--- src/hw/rtl/tfc_pkg.sv ---
package tfc_pkg;

    localparam int MAX_FRAME   = 2048;
    localparam int POS_W       = $clog2(MAX_FRAME + 1);
    localparam int PATTERN_LEN = 10;
    localparam int PATTERN_W   = 80;

    localparam logic [15:0] ETH_TYPE_VLAN = 16'h8100;
    localparam logic [15:0] ETH_TYPE_IPV4 = 16'h0800;
    localparam logic [7:0]  IP_PROTO_UDP  = 8'd17;

    localparam logic [POS_W-1:0] L3_TAGGED = POS_W'(18);
    localparam logic [POS_W-1:0] L3_PLAIN  = POS_W'(14);

    localparam logic [2:0] CFG_EXPECTED_INDEX = 3'd0;
    localparam logic [2:0] CFG_EXPECTED_VLAN  = 3'd1;
    localparam logic [2:0] CFG_MIN_PAYLOAD    = 3'd2;
    localparam logic [2:0] CFG_PATTERN_WORD0  = 3'd3;
    localparam logic [2:0] CFG_PATTERN_WORD1  = 3'd4;
    localparam logic [2:0] CFG_PATTERN_WORD2  = 3'd5;

    typedef enum logic [1:0] {
        CLS_IGNORE     = 2'd0,
        CLS_MATCH      = 2'd1,
        CLS_UNEXPECTED = 2'd2
    } t_frame_class;

    typedef struct packed {
        logic [15:0] expected_index;
        logic [11:0] match_vid;
        logic [10:0] min_data_len;
        logic [31:0] pattern_word0;
        logic [31:0] pattern_word1;
        logic [15:0] pattern_word2;
    } t_cfg;

    typedef struct packed {
        logic [POS_W-1:0] byte_position;
        logic [15:0]      index_seen;
        logic [15:0]      outer_type;
        logic [11:0]      tag_vlan_id;
        logic [15:0]      inner_type;
        logic             stripped_tag_valid;
        logic [11:0]      stripped_vlan_id;
        logic [3:0]       header_words;
        logic [7:0]       ip_protocol;
        logic             pattern_ok;
    } t_frame_fields;

    localparam t_frame_fields FIELDS_RESET = '{
        byte_position:      '0,
        index_seen:         '0,
        outer_type:         '0,
        tag_vlan_id:        '0,
        inner_type:         '0,
        stripped_tag_valid: 1'b0,
        stripped_vlan_id:   '0,
        header_words:       '0,
        ip_protocol:        '0,
        pattern_ok:         1'b1
    };

    localparam t_cfg CFG_RESET = '{
        expected_index: 16'd8009,
        match_vid:      12'd225,
        min_data_len:   11'd101,
        pattern_word0:  32'd1937006962,
        pattern_word1:  32'd1949135973,
        pattern_word2:  16'd29556
    };

endpackage

--- src/hw/rtl/tfc_field_capture.sv ---
module tfc_field_capture import tfc_pkg::*; (
    input  logic          i_clk,
    input  logic          i_rst_n,
    input  logic          i_step,
    input  logic [7:0]    i_frame_byte,
    input  logic          i_last_byte,
    input  logic [15:0]   i_aux_tag,
    input  logic          i_aux_tag_valid,
    input  t_cfg          i_cfg,
    output t_frame_fields o_fields
);

    t_frame_fields          r_f;
    t_frame_fields          n_f;
    logic [POS_W-1:0]       p;
    logic [POS_W-1:0]       l3;
    logic [POS_W-1:0]       payload_start;
    logic [POS_W-1:0]       prefix_offset;
    logic [PATTERN_W-1:0]   pattern;
    logic [7:0]             prefix_byte;

    assign p             = r_f.byte_position;
    assign l3            = (r_f.outer_type == ETH_TYPE_VLAN) ? L3_TAGGED : L3_PLAIN;
    assign payload_start = l3 + POS_W'({r_f.header_words, 2'b00}) + POS_W'(8);
    assign prefix_offset = p - payload_start;
    assign pattern       = {i_cfg.pattern_word0, i_cfg.pattern_word1, i_cfg.pattern_word2};
    assign prefix_byte   = pattern[(PATTERN_W - 8) - 8 * prefix_offset[3:0] +: 8];

    always_comb begin
        n_f = r_f;
        if (p < POS_W'(MAX_FRAME)) begin
            if (p == POS_W'(0)) begin
                n_f.stripped_tag_valid = i_aux_tag_valid;
                n_f.stripped_vlan_id   = i_aux_tag[11:0];
            end
            if (p == POS_W'(4))  n_f.index_seen[15:8]  = i_frame_byte;
            if (p == POS_W'(5))  n_f.index_seen[7:0]   = i_frame_byte;
            if (p == POS_W'(12)) n_f.outer_type[15:8]  = i_frame_byte;
            if (p == POS_W'(13)) n_f.outer_type[7:0]   = i_frame_byte;
            if (p == POS_W'(14)) n_f.tag_vlan_id[11:8] = i_frame_byte[3:0];
            if (p == POS_W'(15)) n_f.tag_vlan_id[7:0]  = i_frame_byte;
            if (p == POS_W'(16)) n_f.inner_type[15:8]  = i_frame_byte;
            if (p == POS_W'(17)) n_f.inner_type[7:0]   = i_frame_byte;
            if (p >= POS_W'(14)) begin
                if (p == l3) n_f.header_words = i_frame_byte[3:0];
                if (p == l3 + POS_W'(9)) n_f.ip_protocol = i_frame_byte;
                if ((p > l3) && (p >= payload_start)
                        && (prefix_offset < POS_W'(PATTERN_LEN))
                        && (i_frame_byte != prefix_byte)) begin
                    n_f.pattern_ok = 1'b0;
                end
            end
            n_f.byte_position = p + POS_W'(1);
        end
    end

    always_ff @(posedge i_clk) begin
        if (!i_rst_n) begin
            r_f <= FIELDS_RESET;
        end else if (i_step) begin
            r_f <= i_last_byte ? FIELDS_RESET : n_f;
        end
    end

    assign o_fields = n_f;

endmodule

--- src/hw/rtl/tfc_classifier.sv ---
module tfc_classifier import tfc_pkg::*; (
    input  t_frame_fields i_fields,
    input  t_cfg          i_cfg,
    output t_frame_class  o_class
);

    logic             qtag;
    logic [POS_W-1:0] len;
    logic [POS_W-1:0] l3;
    logic [POS_W-1:0] l3_len;
    logic [POS_W-1:0] ihl;
    logic [POS_W-1:0] udp_data_len;
    logic [11:0]      vid;

    assign qtag         = (i_fields.outer_type == ETH_TYPE_VLAN);
    assign len          = i_fields.byte_position;
    assign l3           = qtag ? L3_TAGGED : L3_PLAIN;
    assign l3_len       = len - l3;
    assign ihl          = POS_W'({i_fields.header_words, 2'b00});
    assign udp_data_len = l3_len - ihl - POS_W'(8);
    assign vid          = qtag ? i_fields.tag_vlan_id : i_fields.stripped_vlan_id;

    always_comb begin
        if (len < POS_W'(14)) begin
            o_class = CLS_IGNORE;
        end else if (i_fields.index_seen != i_cfg.expected_index) begin
            o_class = CLS_IGNORE;
        end else if (qtag && (len < POS_W'(18))) begin
            o_class = CLS_IGNORE;
        end else if (qtag && (i_fields.inner_type != ETH_TYPE_IPV4)) begin
            o_class = CLS_IGNORE;
        end else if (!qtag && !i_fields.stripped_tag_valid) begin
            o_class = CLS_IGNORE;
        end else if (!qtag && (i_fields.outer_type != ETH_TYPE_IPV4)) begin
            o_class = CLS_IGNORE;
        end else if (vid != i_cfg.match_vid) begin
            o_class = CLS_IGNORE;
        end else if (l3_len < POS_W'(28)) begin
            o_class = CLS_UNEXPECTED;
        end else if ((ihl < POS_W'(20)) || (ihl + POS_W'(8) > l3_len)) begin
            o_class = CLS_UNEXPECTED;
        end else if (i_fields.ip_protocol != IP_PROTO_UDP) begin
            o_class = CLS_UNEXPECTED;
        end else if (udp_data_len < POS_W'(i_cfg.min_data_len)) begin
            o_class = CLS_UNEXPECTED;
        end else if (udp_data_len < POS_W'(PATTERN_LEN)) begin
            o_class = CLS_UNEXPECTED;
        end else if (!i_fields.pattern_ok) begin
            o_class = CLS_UNEXPECTED;
        end else begin
            o_class = CLS_MATCH;
        end
    end

endmodule

--- src/hw/rtl/trigger_frame_classifier_unit.sv ---
// A frame's last byte passes the input register, then its class code is registered.
// Throughput: one frame byte per cycle; the input register is refilled while a
// finished class code waits in the output register, and only a last byte waits for it.
// Reset is synchronous and active low; it empties both registers, clears the frame
// state and loads the default configuration values.
module trigger_frame_classifier_unit import tfc_pkg::*; (
    input  logic        i_clk,
    input  logic        i_rst_n,
    input  logic        i_valid,
    output logic        o_ready,
    input  logic [7:0]  i_frame_byte,
    input  logic        i_last_byte,
    input  logic [15:0] i_aux_tag,
    input  logic        i_aux_tag_valid,
    output logic        o_valid,
    input  logic        i_ready,
    output logic [1:0]  o_frame_class,
    input  logic        i_cfg_valid,
    output logic        o_cfg_ready,
    input  logic [2:0]  i_cfg_index,
    input  logic [31:0] i_cfg_data
);

    t_cfg          r_cfg;
    logic          r_in_valid;
    logic [7:0]    r_byte;
    logic          r_last;
    logic [15:0]   r_tag;
    logic          r_tag_valid;
    logic          r_out_valid;
    t_frame_class  r_class;
    t_frame_class  n_class;
    t_frame_fields fields;
    logic          out_free;
    logic          advance;

    assign out_free = !r_out_valid || i_ready;
    assign advance  = r_in_valid && (!r_last || out_free);
    assign o_ready  = i_rst_n && (!r_in_valid || advance);

    always_ff @(posedge i_clk) begin
        if (!i_rst_n) begin
            r_cfg <= CFG_RESET;
        end else if (i_cfg_valid) begin
            case (i_cfg_index)
                CFG_EXPECTED_INDEX: r_cfg.expected_index <= i_cfg_data[15:0];
                CFG_EXPECTED_VLAN:  r_cfg.match_vid      <= i_cfg_data[11:0];
                CFG_MIN_PAYLOAD:    r_cfg.min_data_len   <= i_cfg_data[10:0];
                CFG_PATTERN_WORD0:  r_cfg.pattern_word0  <= i_cfg_data;
                CFG_PATTERN_WORD1:  r_cfg.pattern_word1  <= i_cfg_data;
                CFG_PATTERN_WORD2:  r_cfg.pattern_word2  <= i_cfg_data[15:0];
                default: ;
            endcase
        end
    end

    assign o_cfg_ready = i_rst_n;

    always_ff @(posedge i_clk) begin
        if (!i_rst_n) begin
            r_in_valid <= 1'b0;
        end else if (o_ready) begin
            r_in_valid <= i_valid;
        end
    end

    always_ff @(posedge i_clk) begin
        if (o_ready && i_valid) begin
            r_byte      <= i_frame_byte;
            r_last      <= i_last_byte;
            r_tag       <= i_aux_tag;
            r_tag_valid <= i_aux_tag_valid;
        end
    end

    tfc_field_capture u_capture (
        .i_clk           (i_clk),
        .i_rst_n         (i_rst_n),
        .i_step          (advance),
        .i_frame_byte    (r_byte),
        .i_last_byte     (r_last),
        .i_aux_tag       (r_tag),
        .i_aux_tag_valid (r_tag_valid),
        .i_cfg           (r_cfg),
        .o_fields        (fields)
    );

    tfc_classifier u_classifier (
        .i_fields (fields),
        .i_cfg    (r_cfg),
        .o_class  (n_class)
    );

    always_ff @(posedge i_clk) begin
        if (!i_rst_n) begin
            r_out_valid <= 1'b0;
        end else if (advance && r_last) begin
            r_out_valid <= 1'b1;
        end else if (i_ready) begin
            r_out_valid <= 1'b0;
        end
    end

    always_ff @(posedge i_clk) begin
        if (advance && r_last) begin
            r_class <= n_class;
        end
    end

    assign o_valid       = r_out_valid;
    assign o_frame_class = r_class;

endmodule
--- config.mk ---
export PLATFORM = sky130hd
export DESIGN_NAME = trigger_frame_classifier_unit
export DESIGN_NICKNAME = d
export VERILOG_FILES = /design/src/hw/rtl/tfc_pkg.sv /design/src/hw/rtl/tfc_field_capture.sv /design/src/hw/rtl/tfc_classifier.sv /design/src/hw/rtl/trigger_frame_classifier_unit.sv
export SDC_FILE = /design/constraint.sdc
export NUM_CORES = 1
export LEC_CHECK = 0
export BUFFER_PORTS_ARGS = -buffer_cell sky130_fd_sc_hd__buf_2
export CORE_ASPECT_RATIO = 1.1
export CORE_MARGIN = 2
export CORE_UTILIZATION = 30
export DETAILED_ROUTE_END_ITERATION = 10
export PLACE_DENSITY_LB_ADDON = 0.1
export SYNTH_ARGS = -nofsm -noshare
export SYNTH_HDL_FRONTEND = slang
export SYNTH_HIERARCHICAL = 1
export SYNTH_SLANG_ARGS = --single-unit
--- constraint.sdc ---
create_clock -name i_clk -period 7.2 [get_ports i_clk]
set_input_delay 1.44 -clock i_clk [delete_from_list [all_inputs] [get_ports i_clk]]
set_output_delay 1.44 -clock i_clk [all_outputs]
set_load 0.01 [all_outputs]
==> key figures, run 1 <==
Setup path
  – Crit-path leading delay family: simple AND/OR/NAND/NOR gates
  – CP max stage cell: or4_1
  – R2R Setup Slk: a little under 0.5 ns
  – Worst setup EP type: flop
  – Worst setup path class: flop to flop
  – Crit start category: flop
  – Crit path top cell by count: ha_1
  – WP data arrival: 7.02 ns
  – Worst path buffer plus inverter count: 3
  – Worst R2R Start: u_capture/p[5]
  – Required @ worst endpoint: 7.51 ns
  – Cells on worst reg2reg path: 28
  – Worst path max stage delay: around 0.61 ns
  – Worst R2R End: o_frame_class[0]
  – Worst Path Max Fanout: 11

Status
  – Status: complete, no violations

Clocking
  – CTS tree: done
  – CTS H-tree lvls: 1
  – CTS buffer count: 30
  – CTS Hold Buffers Added: 0
  – CTS Sinks: between 200 and 250
  – Skew-Pair Late Insertion Delay: 0.59 ns
  – Root Driver: clkbuf_16
  – Clock transition at path regs: 0.06 ns
  – Longest Clk Path Bufs: 3
  – PostCTS Resize Cnt: 0
  – Setup bufs post-CTS: 0

Final layout
  – FF/Latch Area: 5100 sq um
  – Fin cells: 2142
  – Layout cells sized above 1: between 10% and 20%
  – Diodes inserted: 0
  – Area growth syn-to-layout: 14.2%
  – NumNets Final: 1639
  – Multi-input gate area: 8510 sq um
  – Final core occ: 34.7%
  – Filler cells: slightly below 5000

Place
  – Setup slack at placement: 0.372 ns
  – Port bufs: 66
  – Routability cong.: 0.806
  – Post-DP HPWL: 30000 microns
  – Dpl cells: 2086

Floorplanning
  – Initial cell density of the core: 30.4%
  – Die H: 232 microns
  – Num ports: 71
  – # rows: 83
  – Horiz. Die Dim: 211 microns
  – Die Area: about 49000 sq um
  – Core footprint: 46700 sq um

Min path
  – Min-Delay Path Class: flop to flop
  – Hold Path Stages: 2
  – Hold EP: r_cfg[74]
  – Hold Startpoint: r_cfg[74]

Detailed routing
  – Drt first pass iters: 5
  – Initial DRC count: a little under 500
  – Average wire per standard cell: 20.2 microns
  – Vias: 10700
  – DRC violations left: 0
  – Vias/cell: ~5.0
  – Antenna viol nets, final: 0
  – Routed wire length: ~43000 microns

Timing
  – Sum Neg Setup Slack: 0 ns
  – Worst Clk Skew: just over 0.03 ns
  – Min setup slack post-route: around 0.5 ns
  – Fmax achieved: around 0.15 GHz
  – RSZ-0062 raised after global routing: false
  – Final Hold Fails: 0
  – Final setup violation count: 0
  – Period minus WS final: 6.71 ns
  – Count of pins over their slew limit: 0
  – Slew headroom: 18.0%
  – Final period util: 93.2%
  – Worst-Margin Slew: ~1.2 ns

GRT
  – Initial antenna violation count: 1
  – Largest net degree at the start of global routing: approximately 150
  – GRT Residual Overflow: 0
  – Vias in the first global route: 10700
  – First-pass GRT wire length: 66000 microns
  – Total track usage: between 15 and 20%

Synth
  – Synthesized cell area: 14200 sq um
  – Mean Syn Cell Area: 9.55 sq um
  – Synth warnings: 6
  – Syn nets: 1602
  – Post-Synthesis Cells: 1486

Run
  – Max cap viols: 0

Power
  – Worst VDD drop: roughly 150 uV
  – Power density cells: approximately 200 nW/um^2
  – Pleak: 6.35 nW
==> stage by stage <==
stage          total power [mW]  hold WS [ns]  instance area [sq um]
6_report                   3.18         0.455                  16200
3_3_place_gp               1.67         0.441                  15200
2_1_floorplan              1.57         0.430                  14200
5_1_grt                    3.30         0.474                  16200
4_1_cts                    3.24         0.457                  16200
3_5_place_dp               1.67         0.447                  15200
==> cell type report <==
class | instances | area share, %
Multi-Input combinational cell | 1098 | 52.5
Sequential cell | 243 | 31.5
Clock buffer | 47 | 5.58
Tap cell | 595 | 4.59
Timing Repair Buffer | 110 | 4.19
Inverter | 40 | 0.927
Clock inverter | 9 | 0.679
==> state kept, by name, summed over array words and instances, names as in the netlist <==
| register | cells |
|---|---|
| r_cfg | 119 |
| u_capture/r_f | 86 |
| r_tag | 12 |
| u_capture/p | 12 |
| r_byte | 8 |
| o_frame_class | 2 |
| o_valid | 1 |
| r_in_valid | 1 |
| r_last | 1 |
| r_tag_valid | 1 |
==> where the power goes <==
| part | total (mW) | internal, mW | switching [mW] |
|---|---|---|---|
| Sequential | 1.41 | 1.39 | 0.0158 |
| Clock | 1.55 | 0.930 | 0.619 |
| Combinational | 0.228 | 0.0880 | 0.140 |
==> tightest hold or removal path, stage by stage, from the launching register on <==
cell and delay (ns):
dfxtp_1 0.30, nand2_1 0.05, mux2i_1 0.05
==> worst max path at each step <==
stage	from	endpoint	cells past startpoint
2_1_floorplan	u_capture/p[1]	o_frame_class[0]	32
3_3_place_gp	u_capture/p[5]	o_frame_class[0]	28
3_5_place_dp	u_capture/p[5]	o_frame_class[0]	28
4_1_cts	u_capture/p[5]	o_frame_class[0]	28
5_1_grt	u_capture/p[5]	o_frame_class[0]	30
6_report	u_capture/p[5]	o_frame_class[0]	28
==> cell usage in the layout, fill, tap and decap left out, types with 6 or more instances in the layout <==
cell type / instances
mux2i_1: 147
dfxtp_1: 219
nor3_1: 11
nand4_1: 15
nor2_1: 32
inv_1: 39
clkbuf_1: 8
clkbuf_8: 9
a32oi_1: 13
ha_1: 47
nor2b_1: 231
a22oi_1: 33
clkbuf_16: 30
nand3_1: 16
nor4_1: 15
xnor2_1: 45
buf_2: 65
a31oi_1: 6
and3_1: 12
o21ai_0: 29
edfxtp_1: 24
nand2b_1: 9
o211ai_1: 6
xor2_1: 9
mux2_2: 84
a21oi_1: 68
o21ai_1: 8
buf_4: 43
mux4_2: 12
nand2_1: 127
==> per-layer routing <==
metal  track usage [%]  vias up  wire length, microns
met5                 0        -                    11
met1              24.3     5192                 20900
li1                  -     5345                     -
met4              3.19        2                   499
met2              29.8      145                 20600
met3              2.00       37                  1290
Power figures use the tool's default switching activity.
==> inputs of run 2 (changes only) <==
--- a/config.mk
+++ b/config.mk
@@ -6,7 +6,7 @@
 export NUM_CORES = 1
 export LEC_CHECK = 0
 export BUFFER_PORTS_ARGS = -buffer_cell sky130_fd_sc_hd__buf_2
-export CORE_ASPECT_RATIO = 1.1
+export CORE_ASPECT_RATIO = 1.75
 export CORE_MARGIN = 2
 export CORE_UTILIZATION = 30
 export DETAILED_ROUTE_END_ITERATION = 10
==> run 2 against run 1 <==
  * Critical path depth increased by 3
  * Non-clock buffer count up 2
  * Clock-buffer cell count shrank 9
  * Total power decreased by 5.6%
  * Global-route usage increased by 1.0 points
  * Via count is 0.20% higher
  * Register-to-register slack got worse by 0.06 ns
  * Clock power shrank 12%
  * Die area rose by 0.14%
  * Core utilization down 0.37 points
  * Combinational power hardly changed
  * Critical path type unchanged
  * Critical endpoint unchanged
==> key figures, run 2 (synthesis results as in run 1) <==
Status
  – Status: complete, no violations

Clocking
  – Root Driver: clkbuf_16
  – CTS Sinks: 243 (unchanged)
  – CTS buffer count: 26 (-13%)
  – CTS H-tree lvls: 1 (unchanged)
  – Skew-Pair Late Insertion Delay: 0.56 ns (-0.03 ns)
  – Longest Clk Path Bufs: 3 (unchanged)
  – Clock transition at path regs: 0.06 ns (about the same)
  – Setup bufs post-CTS: 0 (unchanged)
  – CTS tree: done

Final layout
  – FF/Latch Area: 5100 sq um (unchanged)
  – Diodes inserted: 0 (unchanged)
  – Filler cells: 4896 (+1.7%)
  – Most frequent cells in the layout: 231 x nor2b_1, 219 x dfxtp_1, 147 x mux2i_1
  – Final core occ: 34.3% (-0.37 points)
  – NumNets Final: 1637 (-0.12%)
  – Commonest non-fill, non-tap cell in the layout: nor2b_1
  – Layout cells sized above 1: 18.3% (-0.33 points)
  – Largest regs: r_cfg: 119 flops, u_capture/r_f: 86 flops
  – Multi-input gate area: 8520 sq um (+0.13%)
  – Area growth syn-to-layout: 13.1%
  – Max reg flops: 119 (unchanged)
  – Reg with most FFs: r_cfg

Detailed routing
  – Antenna viol nets, final: 0 (unchanged)
  – Routed wire length: 45700 microns (+5.5%)
  – Vias: 10700 (+0.20%)
  – Drt first pass iters: 4 (-1)
  – Initial DRC count: 350 (-27%)
  – DRC violations left: 0 (unchanged)
  – Vias/cell: 5.06 (+1.0%)
  – Average wire per standard cell: 21.5 microns (+6.4%)

Timing
  – RSZ-0062 raised after global routing: false
  – Final period util: 94.0% (+0.77 points)
  – Final setup violation count: 0 (unchanged)
  – Min setup slack post-route: 0.434 ns (-0.0552 ns)
  – Worst-Margin Slew: 1.19 ns (-0.0195 ns)
  – Count of pins over their slew limit: 0 (unchanged)
  – Final Hold Fails: 0 (unchanged)
  – Fmax achieved: 0.148 GHz (-0.82%)
  – Worst Clk Skew: 0.0109 ns (-0.0197 ns)
  – Period minus WS final: 6.77 ns (+0.0552 ns)
  – Slew headroom: 19.7% (+1.7 points)
  – Sum Neg Setup Slack: 0 ns (unchanged)

Min path
  – Min-Delay Path Class: flop to flop
  – Hold Path Stages: 2 (unchanged)

Place
  – Routability cong.: 0.829 (+2.9%)
  – Port bufs: 66 (unchanged)
  – Post-DP HPWL: 34000 microns (+13%)
  – Setup slack at placement: 0.211 ns (-0.160 ns)

GRT
  – Vias in the first global route: 11200 (+4.1%)
  – First-pass GRT wire length: 69400 microns (+5.1%)
  – Largest net degree at the start of global routing: 90 (-39%)
  – GRT Residual Overflow: 0 (unchanged)
  – Initial antenna violation count: 0 (-1)
  – Total track usage: 18.6% (+1.0 points)

Power
  – Pint: 2.27 mW (-5.6%)
  – Worst VDD drop: 187 uV (+21%)
  – Combinational power share: 7.6% (+0.4 points)
  – Sequential power share: 46.8% (+2.6 points)
  – Psw: 0.732 mW (-5.6%)
  – Pleak: 6.27 nW (-1.3%)
  – Clock network power share: 45.6% (-3.1 points)
  – Power density cells: 187 nW/um^2 (-4.7%)
  – Total Power: 3.00 mW (-5.6%)
  – Net Sw Frac: 24.4% (about the same)

Setup path
  – Crit start category: flop
  – R2R Setup Slk: 0.43 ns (-0.06 ns)
  – Worst path max stage delay: 0.64 ns (+0.03 ns)
  – Crit path from: u_capture/p[5]
  – Worst Path Max Fanout: 11 (unchanged)
  – Worst setup EP type: flop
  – Worst R2R End: o_frame_class[0]
  – Required @ worst endpoint: 7.50 ns (about the same)
  – Worst R2R Start: u_capture/p[5]
  – CP max stage cell: or4_1
  – Cells on worst reg2reg path: 31 (+11%)
  – Worst setup path class: flop to flop
  – CP Capture Point: o_frame_class[0]
  – WP data arrival: 7.07 ns (+0.05 ns)

Floorplanning
  – Die H: 292 microns (+26%)
  – # rows: 105 (+27%)
  – Initial cell density of the core: 30.3% (about the same)
  – Horiz. Die Dim: 168 microns (-20%)
  – Num ports: 71 (unchanged)
  – Die Area: 49100 sq um (+0.14%)
  – Core footprint: 46800 sq um (about the same)

Run
  – Max cap viols: 0 (unchanged)
run 2: cell count changes in the layout (fill, tap and decap cells not counted), sizes merged:
cell,before,now
clkinv,8,4
clkbuf,47,38
buf,110,112
clkinvlp,0,1
run 2: worst min path at each step:
stage	startpoint	to	slack (ns)
final	r_cfg[40]	r_cfg[40]	0.46
after CTS	r_cfg[71]	r_cfg[71]	0.46
after detailed placement	r_cfg[58]	r_cfg[58]	0.45
after floorplan	r_cfg[58]	r_cfg[58]	0.43
after global placement	r_cfg[27]	r_cfg[27]	0.44
after global routing	r_cfg[90]	r_cfg[90]	0.47
run 2: critical path: cells and delay by family (launching register included):
| kind | cells | cell delay (ns) |
|---|---|---|
| adder cells (fa/ha/maj) | 4 | 1.26 |
| buffers and inverters | 6 | 0.58 |
| AND/OR/NAND/NOR | 13 | 2.95 |
| flip-flops | 1 | 0.31 |
| multiplexers | 1 | 0.27 |
| AO/OA/AOI/OAI | 7 | 1.14 |
run 2: power groups by stage:
stage | logic (mW) | registers [mW] | clock network (mW)
floorplan | 0.145 | 1.43 | 0
CTS | 0.233 | 1.41 | 1.42
global route | 0.247 | 1.41 | 1.47
global placement | 0.231 | 1.44 | 0
detailed placement | 0.232 | 1.44 | 0
finish | 0.228 | 1.41 | 1.37
run 2: final cells by class:
type	instances	area share, %
clock buffers	38	4.71
clock inverters	6	0.585
inverters	40	0.936
multi-input cells	1098	53.1
flip-flops and latches	243	31.8
well taps	588	4.59
repair buffers	112	4.25
run 2: layer usage:
layer | routed length (microns) | up-vias | track usage, %
li1 | - | 5325 | -
met1 | 17800 | 5180 | 20.3
met2 | 24400 | 161 | 35.4
met3 | 1070 | 76 | 1.79
met4 | 2400 | 0 | 9.21
met5 | 0 | - | 0
run 2: metrics by stage:
stage,cells,instance area [sq um],hold WS (ns)
floorplan,1486,14200,0.430
global placement,2081,15200,0.441
detailed placement,2081,15200,0.447
CTS,2125,16000,0.458
global route,2125,16000,0.470
finish,2125,16000,0.456
run 2: timing repair:
| item | CTS | global route |
|---|---|---|
| setup endpoints to repair | 0 | 2 |
| hold endpoints to repair | 0 | 0 |
| resized for setup | 0 | 5 |
| hold buffers | 0 | 0 |
==> inputs of run 3 (changes only) <==
--- a/config.mk
+++ b/config.mk
@@ -6,7 +6,7 @@
 export NUM_CORES = 1
 export LEC_CHECK = 0
 export BUFFER_PORTS_ARGS = -buffer_cell sky130_fd_sc_hd__buf_2
-export CORE_ASPECT_RATIO = 1.75
+export CORE_ASPECT_RATIO = 1.5
 export CORE_MARGIN = 2
 export CORE_UTILIZATION = 30
 export DETAILED_ROUTE_END_ITERATION = 10
==> run 3 against run 2 <==
  * Total power is 1.0% lower
  * First-iteration DRC count is 42% higher
  * Die area hardly changed
  * Worst hold slack better by 0.0017 ns
  * Non-clock buffer count is 4 higher
  * Global-route usage is 0.80 points lower
  * Clock-buffer cell count is 2 higher
  * Maximum frequency is 1.9% higher
  * Setup slack better by 0.13 ns
  * Critical endpoint unchanged
==> key figures, run 3 (synthesis results as in run 1) <==
Final layout
  – Multi-input gate area: 8540 sq um (+0.18%)
  – NumNets Final: 1641 (+0.24%)
  – FF/Latch Area: 5100 sq um (unchanged)
  – Max reg flops: 119 (unchanged)
  – Fin area: 16100 sq um (+0.37%)
  – Filler cells: 4747 (-3.0%)
  – Most frequent cells in the layout: 231 x nor2b_1, 219 x dfxtp_1, 147 x mux2i_1
  – Reg with most FFs: r_cfg
  – Commonest non-fill, non-tap cell in the layout: nor2b_1
  – Diodes inserted: 0 (unchanged)
  – Layout cells sized above 1: 18.8% (+0.50 points)
  – Largest regs: r_cfg: 119 flops, u_capture/r_f: 86 flops
  – Final core occ: 34.5% (+0.16 points)
  – Area growth syn-to-layout: 13.5%

GRT
  – First-pass GRT wire length: 67800 microns (-2.3%)
  – Vias in the first global route: 11300 (+0.95%)
  – GRT Residual Overflow: 0 (unchanged)
  – Total track usage: 17.8% (-0.80 points)
  – Initial antenna violation count: 0 (unchanged)
  – Largest net degree at the start of global routing: 142 (+58%)

Timing
  – Final period util: 92.2% (-1.8 points)
  – Final setup violation count: 0 (unchanged)
  – Final Hold Fails: 0 (unchanged)
  – Period minus WS final: 6.64 ns (-0.129 ns)
  – Count of pins over their slew limit: 0 (unchanged)
  – Worst Clk Skew: 0.0189 ns (+0.00797 ns)
  – Worst-Margin Slew: 1.13 ns (-0.0655 ns)
  – RSZ-0062 raised after global routing: false
  – Sum Neg Setup Slack: 0 ns (unchanged)
  – Min setup slack post-route: 0.563 ns (+0.129 ns)
  – Fmax achieved: 0.151 GHz (+1.9%)
  – Slew headroom: 23.7% (+4.0 points)

Setup path
  – WP data arrival: 6.92 ns (-0.15 ns)
  – Crit start category: flop
  – Worst Path Max Fanout: 5 (-6)
  – Worst path max stage delay: 0.61 ns (-0.03 ns)
  – Crit path top cell by count: ha_1
  – Worst setup path class: flop to flop
  – Worst setup EP type: flop
  – CP max stage cell: or4_1
  – R2R Setup Slk: 0.56 ns (+0.13 ns)
  – Required @ worst endpoint: 7.49 ns (about the same)

Detailed routing
  – Routed wire length: 44100 microns (-3.5%)
  – Antenna viol nets, final: 0 (unchanged)
  – Vias: 10800 (+0.61%)
  – Drt first pass iters: 4 (unchanged)
  – Initial DRC count: 496 (+42%)
  – Vias/cell: 5.06 (about the same)
  – Average wire per standard cell: 20.6 microns (-4.1%)
  – DRC violations left: 0 (unchanged)

Floorplanning
  – Die Area: 49100 sq um (about the same)
  – Initial cell density of the core: 30.4% (about the same)
  – Die H: 270 microns (-7.3%)
  – Horiz. Die Dim: 182 microns (+7.8%)
  – # rows: 97 (-7.6%)
  – Num ports: 71 (unchanged)
  – Core footprint: 46700 sq um (about the same)

Place
  – Setup slack at placement: 0.0590 ns (-0.152 ns)
  – Post-DP HPWL: 32400 microns (-4.6%)
  – Routability cong.: 0.804 (-3.0%)
  – DP Area: 15200 sq um (+0.23%)
  – Port bufs: 66 (unchanged)

Clocking
  – Clock transition at path regs: 0.06 ns (about the same)
  – CTS H-tree lvls: 1 (unchanged)
  – Longest Clk Path Bufs: 3 (unchanged)
  – Skew-Pair Late Insertion Delay: 0.55 ns (about the same)
  – CTS Hold Buffers Added: 0 (unchanged)
  – CTS Sinks: 243 (unchanged)
  – Root Driver: clkbuf_16
  – CTS tree: done
  – CTS buffer count: 26 (unchanged)

Power
  – Worst VDD drop: 176 uV (-5.8%)
  – Psw: 0.727 mW (-0.61%)
  – Power density cells: 185 nW/um^2 (-1.4%)
  – Pleak: 6.30 nW (+0.49%)
  – Combinational power share: 7.5% (about the same)
  – Clock network power share: 45.2% (-0.4 points)
  – Pint: 2.25 mW (-1.2%)
  – Sequential power share: 47.3% (+0.5 points)
  – Total Power: 2.97 mW (-1.0%)
  – Net Sw Frac: 24.5% (+0.10 points)

Min path
  – Min-Delay Path Class: flop to flop

Run
  – Max cap viols: 0 (unchanged)

Status
  – Status: complete, no violations
## run 3: changes by cell type in the layout (fill, tap and decap cells not counted), sizes merged
cell | previous run | this run
buf | 112 | 116
clkinv | 4 | 7
bufinv | 2 | 0
clkbuf | 38 | 40
## run 3: path summary, 6_finish.rpt
| kind | cells after the start | from | endpoint |
|---|---|---|---|
| setup reg to reg | 32 | u_capture/p[5] | o_frame_class[0] |
| setup / recovery | 32 | u_capture/p[5] | o_frame_class[0] |
| hold / removal | 2 | r_cfg[65] | r_cfg[65] |
| hold reg to reg | 2 | r_cfg[65] | r_cfg[65] |
## run 3: final cells by class
class,count,area share (%)
multi-input cells,1098,53.0
repair buffers,116,4.50
well taps,594,4.62
clock buffers,40,5.00
clock inverters,7,0.233
flip-flops and latches,243,31.7
inverters,40,0.932
## run 3: routing by layer
layer	wire length [microns]	share of wire [%]	track usage (%)	vias to the layer above
met3	1130	2.6	1.81	62
met2	23100	52	33.4	175
li1	-	-	-	5343
met4	1660	3.8	7.04	0
met5	0	0	0	-
met1	18200	41	20.6	5228
## run 3: timing repair
action                                  4_1_cts  5_1_grt
buffers inserted                              0        2
resized for setup                             0        9
endpoints found under the setup margin        0        2
## run 3: critical path: cells and delay by family (launching register included)
| kind | cells | cell delay [ns] |
|---|---|---|
| AO/OA/AOI/OAI | 12 | 2.03 |
| XOR/XNOR | 1 | 0.19 |
| adder cells (fa/ha/maj) | 4 | 1.14 |
| buffers and inverters | 4 | 0.54 |
| flip-flops | 1 | 0.30 |
| AND/OR/NAND/NOR | 11 | 2.16 |
## run 3: stage by stage
step	cells	hold WS [ns]
6_report	2138	0.458
5_1_grt	2138	0.478
4_1_cts	2136	0.460
3_5_place_dp	2089	0.449
3_3_place_gp	2089	0.440
2_1_floorplan	1486	0.430
## run 3: power groups by stage
stage | clock network (mW) | registers, mW | logic, mW
floorplan | 0 | 1.43 | 0.145
global placement | 0 | 1.44 | 0.227
detailed placement | 0 | 1.44 | 0.228
CTS | 1.39 | 1.41 | 0.228
global route | 1.44 | 1.41 | 0.244
finish | 1.34 | 1.41 | 0.223
